`src/sv/char_stream_tokenizer_unit_macros.svh`:
```
// ----------------------------------------------------------------------------
// Tokenizer assertion macros
// Shared concurrent assertion forms for the tokenizer RTL.
// ----------------------------------------------------------------------------
`ifndef CHAR_STREAM_TOKENIZER_UNIT_MACROS_SVH
`define CHAR_STREAM_TOKENIZER_UNIT_MACROS_SVH

// expr must never hold
`define CST_ASSERT_NEVER(lbl, clk, rst_n, expr, msg) \
  lbl: assert property (@(posedge clk) disable iff (!rst_n) !(expr)) else $error(msg);

// ante at one edge implies cons at the next
`define CST_ASSERT_NEXT(lbl, clk, rst_n, ante, cons, msg) \
  lbl: assert property (@(posedge clk) disable iff (!rst_n) (ante) |=> (cons)) else $error(msg);

`endif

```
`src/sv/cst_pkg.sv`:
```
// ----------------------------------------------------------------------------
// Tokenizer package
// Token codes, character constants, counter width and shared helpers.
// ----------------------------------------------------------------------------
package cst_pkg;

  localparam int CNT_BITS = 16;
  localparam int QDEPTH   = 4;
  localparam int QIDX_W   = $clog2(QDEPTH);

  typedef logic [CNT_BITS-1:0] cnt_t;
  localparam cnt_t CNT_MAX = '1;

  localparam logic [3:0] K_EOF    = 4'd0;
  localparam logic [3:0] K_SEMI   = 4'd1;
  localparam logic [3:0] K_COLON  = 4'd2;
  localparam logic [3:0] K_LPAREN = 4'd3;
  localparam logic [3:0] K_RPAREN = 4'd4;
  localparam logic [3:0] K_LBRACE = 4'd5;
  localparam logic [3:0] K_RBRACE = 4'd6;
  localparam logic [3:0] K_INT    = 4'd7;
  localparam logic [3:0] K_IDENT  = 4'd8;
  localparam logic [3:0] K_RETURN = 4'd9;
  localparam logic [3:0] K_ERROR  = 4'd10;

  localparam logic [1:0] M_IDLE  = 2'd0;
  localparam logic [1:0] M_INT   = 2'd1;
  localparam logic [1:0] M_IDENT = 2'd2;

  localparam logic [7:0] C_NUL    = 8'h00;
  localparam logic [7:0] C_TAB    = 8'h09;
  localparam logic [7:0] C_LF     = 8'h0A;
  localparam logic [7:0] C_CR     = 8'h0D;
  localparam logic [7:0] C_SPACE  = 8'h20;
  localparam logic [7:0] C_LPAREN = 8'h28;
  localparam logic [7:0] C_RPAREN = 8'h29;
  localparam logic [7:0] C_COLON  = 8'h3A;
  localparam logic [7:0] C_SEMI   = 8'h3B;
  localparam logic [7:0] C_UNDER  = 8'h5F;
  localparam logic [7:0] C_LBRACE = 8'h7B;
  localparam logic [7:0] C_RBRACE = 8'h7D;

  localparam int KW_LEN = 6;

  typedef struct packed {
    logic [3:0]  kind;
    logic [15:0] line;
    logic [15:0] col;
    logic [15:0] start;
    logic [15:0] len;
  } cst_token_t;

  typedef struct packed {
    cst_token_t tok0;
    cst_token_t tok1;
    logic       two;
  } cst_entry_t;

  typedef struct packed {
    logic full;
    logic empty;
  } cst_q_status_t;

  function automatic cnt_t sat_inc(cnt_t v);
    return (v == CNT_MAX) ? v : cnt_t'(v + cnt_t'(1));
  endfunction

  function automatic logic [15:0] out16(cnt_t v);
    logic [31:0] w;
    w = 32'(v);
    return w[15:0];
  endfunction

  // letters of the keyword "return"
  function automatic logic [7:0] kw_char(logic [2:0] idx);
    logic [7:0] c;
    unique case (idx)
      3'd0:    c = 8'h72;
      3'd1:    c = 8'h65;
      3'd2:    c = 8'h74;
      3'd3:    c = 8'h75;
      3'd4:    c = 8'h72;
      3'd5:    c = 8'h6E;
      default: c = 8'h00;
    endcase
    return c;
  endfunction

endpackage

```
`src/sv/cst_front.sv`:
```
// ----------------------------------------------------------------------------
// Tokenizer front end
// Classify each byte, update position state and queue the tokens it causes.
// ----------------------------------------------------------------------------
module cst_front (
  input  logic                  clk,
  input  logic                  rst_n,
  input  logic                  in_tvalid,
  output logic                  in_tready,
  input  logic [7:0]            in_tdata,   // char_code
  input  cst_pkg::cst_q_status_t q_stat,
  output logic                  q_push,
  output cst_pkg::cst_entry_t   q_wdata
);
  import cst_pkg::*;

  logic [1:0] mode_r, mode_nxt;
  cnt_t       line_r, line_nxt;
  cnt_t       col_r, col_nxt;
  cnt_t       pos_r, pos_nxt;
  cnt_t       lbeg_r, lbeg_nxt;
  cnt_t       llen_r, llen_nxt;
  logic       kw_r, kw_nxt;
  logic       acr_r, acr_nxt;

  logic [7:0] c;
  logic       is_dig, is_alp, done, accept;
  logic [1:0] n;
  cst_token_t tok [2];
  cst_token_t t;

  assign c         = in_tdata;
  assign in_tready = !q_stat.full;
  assign accept    = in_tvalid && in_tready;
  assign is_dig    = (c >= 8'h30) && (c <= 8'h39);
  assign is_alp    = ((c >= 8'h61) && (c <= 8'h7A)) || ((c >= 8'h41) && (c <= 8'h5A));

  always_comb begin
    mode_nxt = mode_r;
    line_nxt = line_r;
    col_nxt  = col_r;
    pos_nxt  = pos_r;
    lbeg_nxt = lbeg_r;
    llen_nxt = llen_r;
    kw_nxt   = kw_r;
    acr_nxt  = acr_r;
    done     = 1'b0;
    n        = 2'd0;
    tok[0]   = '0;
    tok[1]   = '0;
    t        = '0;

    if (mode_r == M_INT) begin
      if (is_dig) begin
        llen_nxt = sat_inc(llen_r);
        col_nxt  = sat_inc(col_r);
        pos_nxt  = sat_inc(pos_r);
        done     = 1'b1;
      end else begin
        t.kind  = K_INT;
        t.line  = out16(line_r);
        t.col   = out16(col_r);
        t.start = out16(lbeg_r);
        t.len   = out16(llen_r);
        tok[0]  = t;
        n       = 2'd1;
        mode_nxt = M_IDLE;
      end
    end else if (mode_r == M_IDENT) begin
      if (is_alp || is_dig || (c == C_UNDER)) begin
        kw_nxt   = kw_r && (llen_r < cnt_t'(KW_LEN)) && (c == kw_char(llen_r[2:0]));
        llen_nxt = sat_inc(llen_r);
        col_nxt  = sat_inc(col_r);
        pos_nxt  = sat_inc(pos_r);
        done     = 1'b1;
      end else begin
        t.kind  = (kw_r && (llen_r == cnt_t'(KW_LEN))) ? K_RETURN : K_IDENT;
        t.line  = out16(line_r);
        t.col   = out16(col_r);
        t.start = out16(lbeg_r);
        t.len   = out16(llen_r);
        tok[0]  = t;
        n       = 2'd1;
        mode_nxt = M_IDLE;
      end
    end else begin
      mode_nxt = M_IDLE;
    end

    if (!done) begin
      t = '0;
      if (acr_r && (c == C_LF)) begin
        acr_nxt = 1'b0;
        pos_nxt = sat_inc(pos_r);
      end else begin
        acr_nxt = 1'b0;
        unique case (c)
          C_NUL: begin
            t.kind = K_EOF;
            t.line = out16(line_r);
            t.col  = out16(col_r);
            tok[n[0]] = t;
            n        = n + 2'd1;
            mode_nxt = M_IDLE;
            line_nxt = cnt_t'(1);
            col_nxt  = cnt_t'(1);
            pos_nxt  = '0;
            lbeg_nxt = '0;
            llen_nxt = '0;
            kw_nxt   = 1'b0;
          end
          C_SPACE, C_TAB: begin
            col_nxt = sat_inc(col_r);
            pos_nxt = sat_inc(pos_r);
          end
          C_LF, C_CR: begin
            line_nxt = sat_inc(line_r);
            col_nxt  = cnt_t'(1);
            pos_nxt  = sat_inc(pos_r);
            acr_nxt  = (c == C_CR);
          end
          default: begin
            col_nxt = sat_inc(col_r);
            pos_nxt = sat_inc(pos_r);
            if (is_dig) begin
              mode_nxt = M_INT;
              lbeg_nxt = pos_r;
              llen_nxt = cnt_t'(1);
              kw_nxt   = 1'b0;
            end else if (is_alp || (c == C_UNDER)) begin
              mode_nxt = M_IDENT;
              lbeg_nxt = pos_r;
              llen_nxt = cnt_t'(1);
              kw_nxt   = (c == kw_char(3'd0));
            end else begin
              unique case (c)
                C_SEMI:   t.kind = K_SEMI;
                C_COLON:  t.kind = K_COLON;
                C_LPAREN: t.kind = K_LPAREN;
                C_RPAREN: t.kind = K_RPAREN;
                C_LBRACE: t.kind = K_LBRACE;
                C_RBRACE: t.kind = K_RBRACE;
                default:  t.kind = K_ERROR;
              endcase
              t.line = out16(line_nxt);
              t.col  = out16(col_nxt);
              tok[n[0]] = t;
              n = n + 2'd1;
            end
          end
        endcase
      end
    end
  end

  assign q_push        = accept && (n != 2'd0);
  assign q_wdata.tok0  = tok[0];
  assign q_wdata.tok1  = tok[1];
  assign q_wdata.two   = n[1];

  always_ff @(posedge clk) begin
    if (!rst_n) begin
      mode_r <= M_IDLE;
      line_r <= cnt_t'(1);
      col_r  <= cnt_t'(1);
      pos_r  <= '0;
      lbeg_r <= '0;
      llen_r <= '0;
      kw_r   <= 1'b0;
      acr_r  <= 1'b0;
    end else if (accept) begin
      mode_r <= mode_nxt;
      line_r <= line_nxt;
      col_r  <= col_nxt;
      pos_r  <= pos_nxt;
      lbeg_r <= lbeg_nxt;
      llen_r <= llen_nxt;
      kw_r   <= kw_nxt;
      acr_r  <= acr_nxt;
    end
  end

endmodule

```
`src/sv/cst_queue.sv`:
```
// ----------------------------------------------------------------------------
// Tokenizer queue
// Small FIFO of token entries between the front and back ends.
// ----------------------------------------------------------------------------
module cst_queue (
  input  logic                   clk,
  input  logic                   rst_n,
  input  logic                   push,
  input  cst_pkg::cst_entry_t    wdata,
  input  logic                   pop,
  output cst_pkg::cst_entry_t    head,
  output cst_pkg::cst_q_status_t stat
);
  import cst_pkg::*;

  localparam int CNT_W = $clog2(QDEPTH + 1);

  cst_entry_t        mem_r [QDEPTH];
  logic [QIDX_W-1:0] wptr_r, rptr_r;
  logic [CNT_W-1:0]  count_r;
  logic              do_push, do_pop;

  assign stat.full  = (count_r == CNT_W'(QDEPTH));
  assign stat.empty = (count_r == '0);
  assign do_push    = push && !stat.full;
  assign do_pop     = pop && !stat.empty;
  assign head       = mem_r[rptr_r];

  function automatic logic [QIDX_W-1:0] wrap_inc(logic [QIDX_W-1:0] p);
    return (p == QIDX_W'(QDEPTH - 1)) ? '0 : QIDX_W'(p + QIDX_W'(1));
  endfunction

  always_ff @(posedge clk) begin
    if (do_push) begin
      mem_r[wptr_r] <= wdata;
    end
  end

  always_ff @(posedge clk) begin
    if (!rst_n) begin
      wptr_r  <= '0;
      rptr_r  <= '0;
      count_r <= '0;
    end else begin
      if (do_push) wptr_r <= wrap_inc(wptr_r);
      if (do_pop)  rptr_r <= wrap_inc(rptr_r);
      if (do_push && !do_pop) begin
        count_r <= count_r + CNT_W'(1);
      end else if (do_pop && !do_push) begin
        count_r <= count_r - CNT_W'(1);
      end
    end
  end

endmodule

```
`src/sv/cst_back.sv`:
```
// ----------------------------------------------------------------------------
// Tokenizer back end
// Split queued entries into token beats and hold them in the output register.
// ----------------------------------------------------------------------------
module cst_back (
  input  logic                   clk,
  input  logic                   rst_n,
  input  cst_pkg::cst_q_status_t q_stat,
  input  cst_pkg::cst_entry_t    q_head,
  output logic                   q_pop,
  output logic                   out_tvalid,
  input  logic                   out_tready,
  output logic [71:0]            out_tdata,  // token_kind, token_line, token_col,
                                             // lexeme_start, lexeme_length
  output logic                   out_tlast   // last_of_run
);
  import cst_pkg::*;

  logic       valid_r, last_r, sel_r;
  cst_token_t tok_r;
  logic       load, take, split;

  assign load  = !valid_r || out_tready;
  assign take  = load && !q_stat.empty;
  assign split = q_head.two && !sel_r;
  assign q_pop = take && !split;

  always_ff @(posedge clk) begin
    if (take) begin
      tok_r  <= sel_r ? q_head.tok1 : q_head.tok0;
      last_r <= !split;
    end
  end

  always_ff @(posedge clk) begin
    if (!rst_n) begin
      valid_r <= 1'b0;
      sel_r   <= 1'b0;
    end else if (load) begin
      valid_r <= take;
      if (take) sel_r <= split;
    end
  end

  assign out_tvalid = valid_r;
  assign out_tlast  = last_r;
  assign out_tdata  = {4'b0, tok_r.len, tok_r.start, tok_r.col, tok_r.line, tok_r.kind};

endmodule

```
`src/sv/char_stream_tokenizer_unit.sv`:
```
// ----------------------------------------------------------------------------
// Character stream tokenizer
// Streaming lexer: one source byte per beat in, one token per beat out.
// ----------------------------------------------------------------------------
// The block accepts one source byte per clock cycle while its four-entry token
// queue has room; the front end classifies the byte and updates line, column
// and position in that same cycle. The output port carries one token per
// cycle while out_tready is high, so a byte that both closes a literal and
// yields its own token sends two tokens out one after the other, and a long
// run of such bytes is paced by the output port once the queue has filled. A
// token passes through the queue and the output register on its way out. Byte 0
// ends the source and resets line, column and position to 1, 1 and 0.
module char_stream_tokenizer_unit (
  input  logic        clk,
  input  logic        rst_n,
  input  logic        in_tvalid,
  output logic        in_tready,
  input  logic [7:0]  in_tdata,    // char_code
  output logic        out_tvalid,
  input  logic        out_tready,
  output logic [71:0] out_tdata,   // token_kind, token_line, token_col,
                                   // lexeme_start, lexeme_length
  output logic        out_tlast    // last_of_run
);
  import cst_pkg::*;

  `include "char_stream_tokenizer_unit_macros.svh"

  cst_q_status_t q_stat;
  cst_entry_t    q_wdata, q_head;
  logic          q_push, q_pop;

  cst_front u_front (
    .clk       (clk),
    .rst_n     (rst_n),
    .in_tvalid (in_tvalid),
    .in_tready (in_tready),
    .in_tdata  (in_tdata),
    .q_stat    (q_stat),
    .q_push    (q_push),
    .q_wdata   (q_wdata)
  );

  cst_queue u_queue (
    .clk   (clk),
    .rst_n (rst_n),
    .push  (q_push),
    .wdata (q_wdata),
    .pop   (q_pop),
    .head  (q_head),
    .stat  (q_stat)
  );

  cst_back u_back (
    .clk        (clk),
    .rst_n      (rst_n),
    .q_stat     (q_stat),
    .q_head     (q_head),
    .q_pop      (q_pop),
    .out_tvalid (out_tvalid),
    .out_tready (out_tready),
    .out_tdata  (out_tdata),
    .out_tlast  (out_tlast)
  );

  `CST_ASSERT_NEVER(a_no_overflow, clk, rst_n, q_push && q_stat.full, "queue overflow")
  `CST_ASSERT_NEVER(a_no_underflow, clk, rst_n, q_pop && q_stat.empty, "queue underflow")
  `CST_ASSERT_NEXT(a_pair_follows, clk, rst_n, out_tvalid && out_tready && !out_tlast, out_tvalid, "second token missing")

endmodule
```
`config.mk`:
```
export PLATFORM = sky130hd
export DESIGN_NAME = char_stream_tokenizer_unit
export DESIGN_NICKNAME = d
export VERILOG_FILES = /design/src/sv/cst_pkg.sv /design/src/sv/cst_front.sv /design/src/sv/cst_queue.sv /design/src/sv/cst_back.sv /design/src/sv/char_stream_tokenizer_unit.sv
export VERILOG_INCLUDE_DIRS = /design/src /design/src/sv
export SDC_FILE = /design/constraint.sdc
export NUM_CORES = 1
export LEC_CHECK = 0
export ABC_AREA = 1
export BUFFER_PORTS_ARGS = -buffer_cell sky130_fd_sc_hd__buf_2
export CAP_MARGIN = 10
export CELL_PAD_IN_SITES_DETAIL_PLACEMENT = 0
export CELL_PAD_IN_SITES_GLOBAL_PLACEMENT = 2
export CORE_MARGIN = 1.5
export CORE_UTILIZATION = 41
export CTS_CLUSTER_SIZE = 8
export DETAILED_ROUTE_END_ITERATION = 12
export GPL_ROUTABILITY_DRIVEN = 0
export GPL_TIMING_DRIVEN = 0
export PLACE_DENSITY = 0.84
export SLEW_MARGIN = 20
export SYNTH_ARGS = -nofsm -noshare
export SYNTH_HDL_FRONTEND = slang
export SYNTH_SLANG_ARGS = --single-unit
```
`constraint.sdc`:
```
create_clock -name clk -period 8.05 [get_ports clk]
set_input_delay 0.805 -clock clk [delete_from_list [all_inputs] [get_ports clk]]
set_output_delay 0.805 -clock clk [all_outputs]
set_load 0.1 [all_outputs]
```
# Word level (Yosys, flattened, before mapping)
# Memory sizes are Yosys's and may differ from the RTL's. A register that Yosys moved wholly into a read port is not among the register bits.
# Cells that the tools add are included.
[totals] register_bits=162 ramBits=548 inputBits=12 output_inout_bits=75 n_memories=1
[classes] addsub=9 magnitude_cmp=9 n_eq_ne=32 mux=96 bitwise=4 reduce_logical=46
[mem_list] name="u_queue.mem_r" words=4 width=137 rd=1 rd_clocked_by_memory_dff=1 wr=1 line="cst_queue.sv:18" text="cst_entry_t mem_r [QDEPTH];"
[ops] cell="2-to-1 mux 136 bit" count=4
[ops] cell="2-to-1 mux 16 bit" count=28
[ops] cell="2-to-1 mux 68 bit" count=5
[ops] cell="bitwise mux 136 bit" count=2
[ops] cell="one-hot mux 136 bit (2 select lines)" count=1
[ops] cell="one-hot mux 16 bit (2 select lines)" count=3
[ops] cell="demux 68 bit (select 1 bit)" count=1
[ops] cell="2-to-1 mux 67 bit" count=1
[ops] cell="adder 16 x 1 -> 16 bit (second input constant)" count=4
[ops] cell="equality test 16 bit (second input constant)" count=4
[ops] cell="equality test 8 x 6 -> 1 bit (second input constant)" count=5
[ops] cell="2-to-1 mux 2 bit" count=18
[ops] cell="one-hot mux 7 bit (5 select lines)" count=1
[ops] cell="equality test 8 x 7 -> 1 bit (second input constant)" count=4
[ops] cell="equality test 8 x 4 -> 1 bit (second input constant)" count=3
[ops] cell="2-to-1 mux 8 bit" count=3
[ops] cell="one-hot mux 4 bit (6 select lines)" count=1
[ops] cell="2-to-1 mux 4 bit" count=5
[ops] cell="2-to-1 mux 1 bit" count=18
[ops] cell="logical AND 1 bit" count=17
[ops] cell="equality test 16 x 3 -> 1 bit (second input constant)" count=1
[ops] cell=">= comparator 8 x 7 -> 1 bit (second input constant)" count=2
[ops] cell="<= comparator 8 x 7 -> 1 bit (second input constant)" count=2
[ops] cell="< comparator 16 x 3 -> 1 bit (second input constant)" count=1
[ops] cell="other kinds (34)" count=62

# Logic depth before layout (Yosys ltp)
# Gate-level depths: netlist (run 1).
[logic_depth] ltp_word=21 ltp_mapped=24

# Hierarchy
# A second synthesis (run 1) with hierarchy kept.
[unflattened] cells_unflattened=2858 hier_area_um2=30819.6
[modules_own_cells] module="cst_queue" instances=1 cells_per_inst=1397 area_each_um2=20796.2
[modules_own_cells] module="cst_front" instances=1 cells_per_inst=1153 area_each_um2=6952.9
[modules_own_cells] module="cst_back" instances=1 cells_per_inst=308 area_each_um2=3070.4

# Worst setup path after synthesis (run 1)
# Ideal clock, no wire load.
[synth_timing] kind="input to register" from="input in_tdata[6]" to="memory u_queue.mem_r[0][0] (netlist bit), enable pin" arrival_ns=6.860 path_slack_ns=0.619 path_stages=15 path_buffers=2 cell_sequence="inv_2 nand2_2 nor2_1 nand2_4 nand2_2 nand2_2 buf_2 buf_6 ha_1 nand4_1 nand2_1 nand2_1 nand3_2 nand2_1 nor2_1"
[synth_between] elab_chain_cells=19 word_cells_on_any_way=40 classes_between="1 x add/sub; 6 x order compare; 5 x eq/ne; 15 x mux; 13 x reduce/logical"
[synth_rtl] element="from (decl)" line="char_stream_tokenizer_unit.sv:18" text="input logic [7:0] in_tdata,"
[synth_rtl] element=">= comparator 8 x 7 -> 1 bit or <= comparator 8 x 7 -> 1 bit (tied branches)" line="cst_front.sv:36" text="assign is_alp = ((c >= 8'h61) && (c <= 8'h7A)) || ((c >= 8'h41) && (c <= 8'h5A));"
[synth_rtl] element="logical AND 1 bit" line="cst_front.sv:36"
[synth_rtl] element="logical OR 1 bit" line="cst_front.sv:36"
[synth_rtl] element="logical OR 1 bit (2 in series)" line="cst_front.sv:70" text="if (is_alp || is_dig || (c == C_UNDER)) begin"
[synth_rtl] element="2-to-1 mux 1 bit" line="cst_front.sv:70"
[synth_rtl] element="2-to-1 mux 2 bit" line="cst_front.sv:69" text="end else if (mode_r == M_IDENT) begin"
[synth_rtl] element="2-to-1 mux 2 bit" line="cst_front.sv:53" text="if (mode_r == M_INT) begin"
[synth_rtl] element="adder 2 x 1 -> 2 bit" line="cst_front.sv:103, cst_front.sv:148"
[synth_rtl] element="[... 2 more ...]"
[synth_rtl] element="one-hot mux 2 bit (2 select lines)" line="cst_front.sv:97" text="unique case (c)"
[synth_rtl] element="2-to-1 mux 2 bit" line="cst_front.sv:92" text="if (acr_r && (c == C_LF)) begin"
[synth_rtl] element="2-to-1 mux 2 bit *" line="cst_front.sv:90" text="if (!done) begin"
[synth_rtl] element="nonzero test 2 bit *" line="cst_front.sv:156" text="assign q_push = accept && (n != 2'd0);"
[synth_rtl] element="logical AND 1 bit *" line="cst_front.sv:156"
[synth_rtl] element="logical AND 1 bit *" line="cst_queue.sv:25" text="assign do_push = push && !stat.full;"
[synth_rtl] element="2-to-1 mux 1 bit *" line="cst_queue.sv:34" text="if (do_push) begin"
[synth_rtl] element="2-to-1 mux 1 bit (not written as such) *" line="cst_queue.sv:35" text="mem_r[wptr_r] <= wdata;"
[synth_rtl] element="to (decl)" line="cst_queue.sv:18"
# Every way passes the cells marked *; elsewhere a longest branch is shown, timed or not.

# Worst setup path in the final report (run 1)
[layout_timing] from="input in_tdata[3]" to="memory u_queue.mem_r[1][73] (netlist bit), enable pin"
# The elaborated chain is that of the path after synthesis.

==> impl_metrics.py, run 1 <==
metrics = {
    "detailed_routing": {
        "via_per_inst": 5.36,
        "wl_met3_um": 4280,
        "wire_per_inst_um": 20.9,
        "top_layer": "met5",
        "drt-total-wl_um": 72600,
        "drtAntennaViolNets": 0,
        "route.detailed.drc": 0,
        "via_count": 18700,
        "first_pass_iters": 5,
        "dr.first_iter.drc_count": 1659,
        "met1_length_um": 32300,
        "met2_length_um": 34200,
    },
    "synthesis": {
        "synth_seq_area_share_pct": 65.4,
        "synth_area_um2": 25400,
        "async_flop_share_pct": 0,
        "syn_area_per_cell_um2": 10.4,
        "yosysUniqueCellTypes": 54,
        "syn_inst": 2439,
        "synth.most_common_cell": "nor2_1",
        "dominantRegCellSynth": "edfxtp_1",
        "synth_warnings": 0,
        "synthTopCellsByArea": "edfxtp_1, nor2_1, dfxtp_1, o21ai_0, nand2_1",
        "synth_top_area_share_pct": 57.9,
        "synth_common_cells": "nor2_1, edfxtp_1, o21ai_0",
        "synth_edf_count": 489,
        "synth_top_cell_by_area": "edfxtp_1",
        "ys_seq_elements": 584,
    },
    "sta": {
        "tightestPinTransition_ps": 1070,
        "finalSetupViolCount": 0,
        "fin_worst_skew_ps": 19.1,
        "max_slew_margin_pct": 28.1,
        "fin_crit_sh_pct": 54.2,
        "rsz0062_at_grt": "no",
        "max_freq_mhz": 229,
        "holdWs_ps": 458,
        "hold_viol_final": 0,
        "slew_viol_final": 0,
        "finalCriticalPeriod_ps": 4370,
    },
    "clock_tree": {
        "cts_tree": "built",
        "clk-insertion-delay-late_ps": 620,
        "clk_pin_slew_ps": 50,
        "postCtsSetupRepairBufs": 0,
        "cts_resized": 0,
        "clockBufferDepth": 3,
        "cts_root_buffer": "clkbuf_16",
        "ctsHoldBuffers": 0,
        "cts.htree.levels": 3,
        "numClockSinks": 584,
        "cts_buffers": 83,
    },
    "final_layout": {
        "seq_area_um2": 16600,
        "stdcell_count": 3479,
        "nets": 2664,
        "drive_gt1_share_pct": 11.2,
        "multi_input_area_um2": 7620,
        "fill_cells": 5565,
        "syn_to_final_growth_pct": 17.4,
    },
    "setup_path": {
        "crit_start": "in_tdata[3]",
        "rrSetupSlack_ps": 3750,
        "start_kind": "primary input",
        "worstRegToRegCells": 16,
        "crit_path_max_fanout": 21,
        "end_kind": "flop",
        "arrival_ps": 4670,
        "required_ps": 8350,
        "critical_path_class": "in -> reg",
        "r2r_end": "u_queue.mem_r[1][73]",
        "cp-endpoint": "u_queue.mem_r[1][73]",
        "rr_startpoint": "u_front.mode_r[1]",
    },
    "die": {
        "ios": 87,
        "coreArea_um2": 61500,
        "chipHeight_um": 252,
        "die_w_um": 252,
        "start_util_pct": 41.3,
        "rows": 91,
        "dieArea_um2": 63400,
    },
    "placed_design": {
        "place_hpwl_um": 50000,
        "port-buffer-count": 82,
        "dp.cells": 3339,
    },
    "grt": {
        "antenna_found_initial": 4,
        "grt_usage_pct": 22.8,
        "grt_max_degree": 25,
        "grt_pass1_wl_um": 109000,
        "gr-total-overflow": 0,
        "grt_pass1_vias": 18300,
    },
    "run": {
        "drv_cap": 0,
    },
    "pwr": {
        "p_leak_uw": 0.0102,
        "peakVddDrop_mv": 0.260,
        "power_density_nw_per_um2": 376,
    },
    "outcome": {
        "outcome": "finished clean",
    },
    "hold_path": {
        "hold_class": "reg -> reg",
    },
}
[critical path: stages]
cell and delay (ps):
buf_2 210, inv_2 80, nor2_1 130, nand3_2 100
nand2_4 130, nand2_2 150, nand2_2 200, buf_2 270
buf_6 220, ha_1 170, nand3_1 70, nand2_1 60
nand3_1 210, nand3_2 220, nand2_1 270, nor2_4 670
buf_16 250, buf_12 200, buf_12 210
[routing by layer]
layer | up-vias | track usage (%)
met1 | 9055 | 31.5
met2 | 606 | 37.1
li1 | 8862 | -
met4 | 4 | 7.76
met3 | 133 | 3.36
met5 | - | 0
[kinds of logic (layout without fill, tap and decap cells)]
family | Yosys count | in the layout | share of synthesized area, %
other cells | 1 | 6 | 0.0148
simple gates | 1003 | 1003 | 17.1
xor+xnor | 34 | 34 | 1.17
flops | 584 | 584 | 65.4
fa+ha+maj | 18 | 18 | 0.917
compound gates | 505 | 505 | 10.6
buf+inv | 294 | 539 | 4.82
[final cells by class]
cell class              count  area share (%)
inverters                 170            2.21
multi-input cells        1564            25.6
clock buffers             132            7.74
repair buffers            107            3.34
plain buffers             124            1.90
well taps                 790            3.32
flip-flops and latches    584            55.7
clock inverters             6           0.210
diodes                      2          0.0168
[metrics by stage]
stage          TNS (ps)  utilization [%]  power [uW]  setup slack [ps]  area, um^2
6_report              0             48.4       11200              3680       29800
5_1_grt               0             48.4       11700              3490       29800
4_1_cts               0             48.4       11300              3700       29800
3_5_place_dp          0             44.6        8080              3070       27400
3_3_place_gp   -1768220             43.6        7980             -4330       26800
2_1_floorplan         0                -        6870               619       25400
[sequential cells by signal, indices dropped and copies added (netlist names), 3 cells and up, named ones only]
register,count
u_back.out_tdata,68
u_front.col_r,16
u_front.llen_r,16
u_queue.mem_r,420
u_front.line_r,16
u_front.pos_r,16
u_queue.count_r,3
u_front.lbeg_r,16
[layout by cell type, fill, tap and decap left out, types with 43 or more instances in the layout]
cell type	n
a21oi_1	116
buf_2	94
clkbuf_1	136
clkbuf_16	85
dfxtp_1	95
edfxtp_1	489
inv_1	150
nand2_1	231
nand3_1	84
nor2_1	539
nor3_1	70
o21ai_0	285
o22ai_1	43
[worst min-delay path by stage]
stage,startpoint,endpoint,slack [ps],cells after the start
finish,u_front.lbeg_r[3],u_front.lbeg_r[3],460,2
CTS,u_front.lbeg_r[3],u_front.lbeg_r[3],460,2
detailed placement,u_front.lbeg_r[3],u_front.lbeg_r[3],450,2
global route,u_front.lbeg_r[14],u_front.lbeg_r[14],490,2
global placement,u_front.lbeg_r[1],u_front.lbeg_r[1],440,2
floorplan,u_front.lbeg_r[14],u_front.lbeg_r[14],430,2
[report_power, final]
part / total, uW / switching, uW / internal (uW)
clock network: 3200 / 1250 / 1940
logic: 4060 / 3240 / 821
registers: 3950 / 106 / 3850
Note: power is estimated with default switching activity, not from simulation.
==> inputs of run 2 (changes only) <==
--- a/config.mk
+++ b/config.mk
@@ -12,12 +12,12 @@
 export CELL_PAD_IN_SITES_DETAIL_PLACEMENT = 0
 export CELL_PAD_IN_SITES_GLOBAL_PLACEMENT = 2
 export CORE_MARGIN = 1.5
-export CORE_UTILIZATION = 41
+export CORE_UTILIZATION = 37
 export CTS_CLUSTER_SIZE = 8
 export DETAILED_ROUTE_END_ITERATION = 12
 export GPL_ROUTABILITY_DRIVEN = 0
 export GPL_TIMING_DRIVEN = 0
-export PLACE_DENSITY = 0.84
+export PLACE_DENSITY = 0.8
 export SLEW_MARGIN = 20
 export SYNTH_ARGS = -nofsm -noshare
 export SYNTH_HDL_FRONTEND = slang
==> constraint.sdc (replaced) <==
create_clock -name clk -period 3.7 [get_ports clk]
set_input_delay 0.37 -clock clk [delete_from_list [all_inputs] [get_ports clk]]
set_output_delay 0.37 -clock clk [all_outputs]
set_load 0.1 [all_outputs]
==> impl_metrics.py, run 2 (same netlist as run 1, synthesis figures left out) <==
metrics = {
    "detailed_routing": {
        "via_count": 18600,
        "via_per_inst": 5.24,
        "drtAntennaViolNets": 0,
        "dr.first_iter.drc_count": 1847,
        "drt-total-wl_um": 73600,
        "route.detailed.drc": 0,
        "wire_per_inst_um": 20.7,
        "first_pass_iters": 5,
    },
    "final_layout": {
        "final_common_cell": "nor2_1",
        "syn_to_final_growth_pct": 18.6,
        "mostFrequentLayoutCells": "nor2_1, edfxtp_1, o21ai_0, nand2_1, inv_1",
        "nets": 2670,
        "finish.utilization_pct": 44.6,
        "fill_cells": 6331,
        "final_area_um2": 30100,
        "drive_gt1_share_pct": 11.8,
        "top_register": "u_queue.mem_r",
        "largest_register_ffs": 420,
    },
    "sta": {
        "hold_viol_final": 0,
        "finalSetupViolCount": 0,
        "tightestPinTransition_ps": 1040,
        "fin_ws_ps": 253,
        "fin_crit_sh_pct": 93.2,
        "max_slew_margin_pct": 30.5,
        "max_freq_mhz": 290,
        "slew_viol_final": 0,
        "rsz0062_at_grt": "no",
        "fin_worst_skew_ps": 35.0,
        "setup-tns-final_ps": 0,
        "finalCriticalPeriod_ps": 3450,
    },
    "die": {
        "start_util_pct": 37.6,
        "die_w_um": 265,
        "coreArea_um2": 67500,
        "dieArea_um2": 70100,
        "chipHeight_um": 265,
        "ios": 87,
        "rows": 95,
    },
    "setup_path": {
        "cp-endpoint": "u_queue.mem_r[3][76]",
        "end_kind": "flop",
        "required_ps": 4000,
        "worstRegToRegCells": 17,
        "r2r_end": "u_queue.mem_r[3][76]",
        "crit_start": "u_front.mode_r[0]",
        "start_kind": "flop",
        "arrival_ps": 3750,
        "critical_path_class": "reg -> reg",
        "rr_startpoint": "u_front.mode_r[0]",
        "rrSetupSlack_ps": 250,
        "crit_path_max_fanout": 21,
    },
    "placed_design": {
        "dp_slack_ps": -504,
        "place_hpwl_um": 51400,
        "port-buffer-count": 82,
        "placed_area_um2": 27700,
    },
    "grt": {
        "grt_max_degree": 23,
        "grt_usage_pct": 20.9,
        "grt_pass1_wl_um": 111000,
        "grt_pass1_vias": 18300,
        "gr-total-overflow": 0,
        "antenna_found_initial": 2,
    },
    "clock_tree": {
        "clockBufferDepth": 3,
        "cts_buffers": 83,
        "cts_root_buffer": "clkbuf_16",
        "clk-insertion-delay-late_ps": 640,
        "cts_tree": "built",
        "numClockSinks": 584,
        "cts.htree.levels": 3,
        "clk_pin_slew_ps": 60,
    },
    "pwr": {
        "p_leak_uw": 0.0103,
        "peakVddDrop_mv": 0.643,
        "power_density_nw_per_um2": 810,
    },
    "hold_path": {
        "min_from": "rst_n",
        "hold_class": "in -> reg",
    },
    "outcome": {
        "outcome": "finished clean",
    },
    "run": {
        "drv_cap": 0,
    },
}
## run 2: critical path: stages, from the launching register on
cell and delay (ps):
dfxtp_1 320, inv_1 60, ha_1 230, nand3_4 150, nand2_4 150, buf_6 160
buf_6 190, ha_4 140, nand3_1 70, nand2_1 70, nand3_1 220, nand3_2 230
nand2_4 130, nor2_4 210, buf_16 170, buf_12 200, buf_12 210, buf_12 200
## run 2: worst min-delay path by stage
| stage | endpoint | slack (ps) | cells after the start |
|---|---|---|---|
| after floorplan | u_front.lbeg_r[14] | 430 | 2 |
| after global placement | u_front.lbeg_r[1] | 450 | 2 |
| after global routing | u_front.llen_r[0] | 100 | 3 |
| final | u_front.llen_r[0] | 100 | 3 |
| after CTS | u_front.llen_r[0] | 70 | 3 |
| after detailed placement | u_front.lbeg_r[14] | 460 | 2 |
## run 2: metrics by stage
| stage | hold WS (ps) | instances | power, uW |
|---|---|---|---|
| after detailed placement | 456 | 3426 | 17600 |
| after global placement | 451 | 3397 | 17300 |
| after floorplan | 429 | 2442 | 14900 |
| after CTS | 67.9 | 3556 | 24600 |
| final | 100 | 3558 | 24400 |
| after global routing | 98.6 | 3557 | 25400 |
## run 2: where the power goes
group	internal, uW	total (uW)	switching (uW)
clock	4120	6910	2780
sequential	8370	8610	242
combinational	1810	8860	7050
## run 2: routing by layer
layer / GRT usage [%] / part of all wire, % / vias up
li1: - / - / 8875
met1: 28.6 / 45 / 9141
met2: 34.4 / 48 / 525
met3: 2.94 / 5.1 / 98
met4: 6.86 / 2.2 / 2
met5: 0 / 0.0095 / -
## run 2: layout make-up
class / count / area [um^2] / share of cell area [%]
antenna: 1 / 2.50 / 0.00832
timing repair buffer: 114 / 1140 / 3.78
multi-input combinational: 1564 / 7700 / 25.6
tap: 873 / 1090 / 3.63
clock buffer: 120 / 2220 / 7.37
sequential: 584 / 16600 / 55.1
clock inverter: 9 / 121 / 0.403
buffer: 123 / 567 / 1.88
inverter: 170 / 662 / 2.20
## run 2: repair_timing
action,in CTS,in global routing
resized for setup,0,2
setup endpoints to repair,103,40
buffers inserted,2,1
hold buffers,0,0
pin swaps,2,1
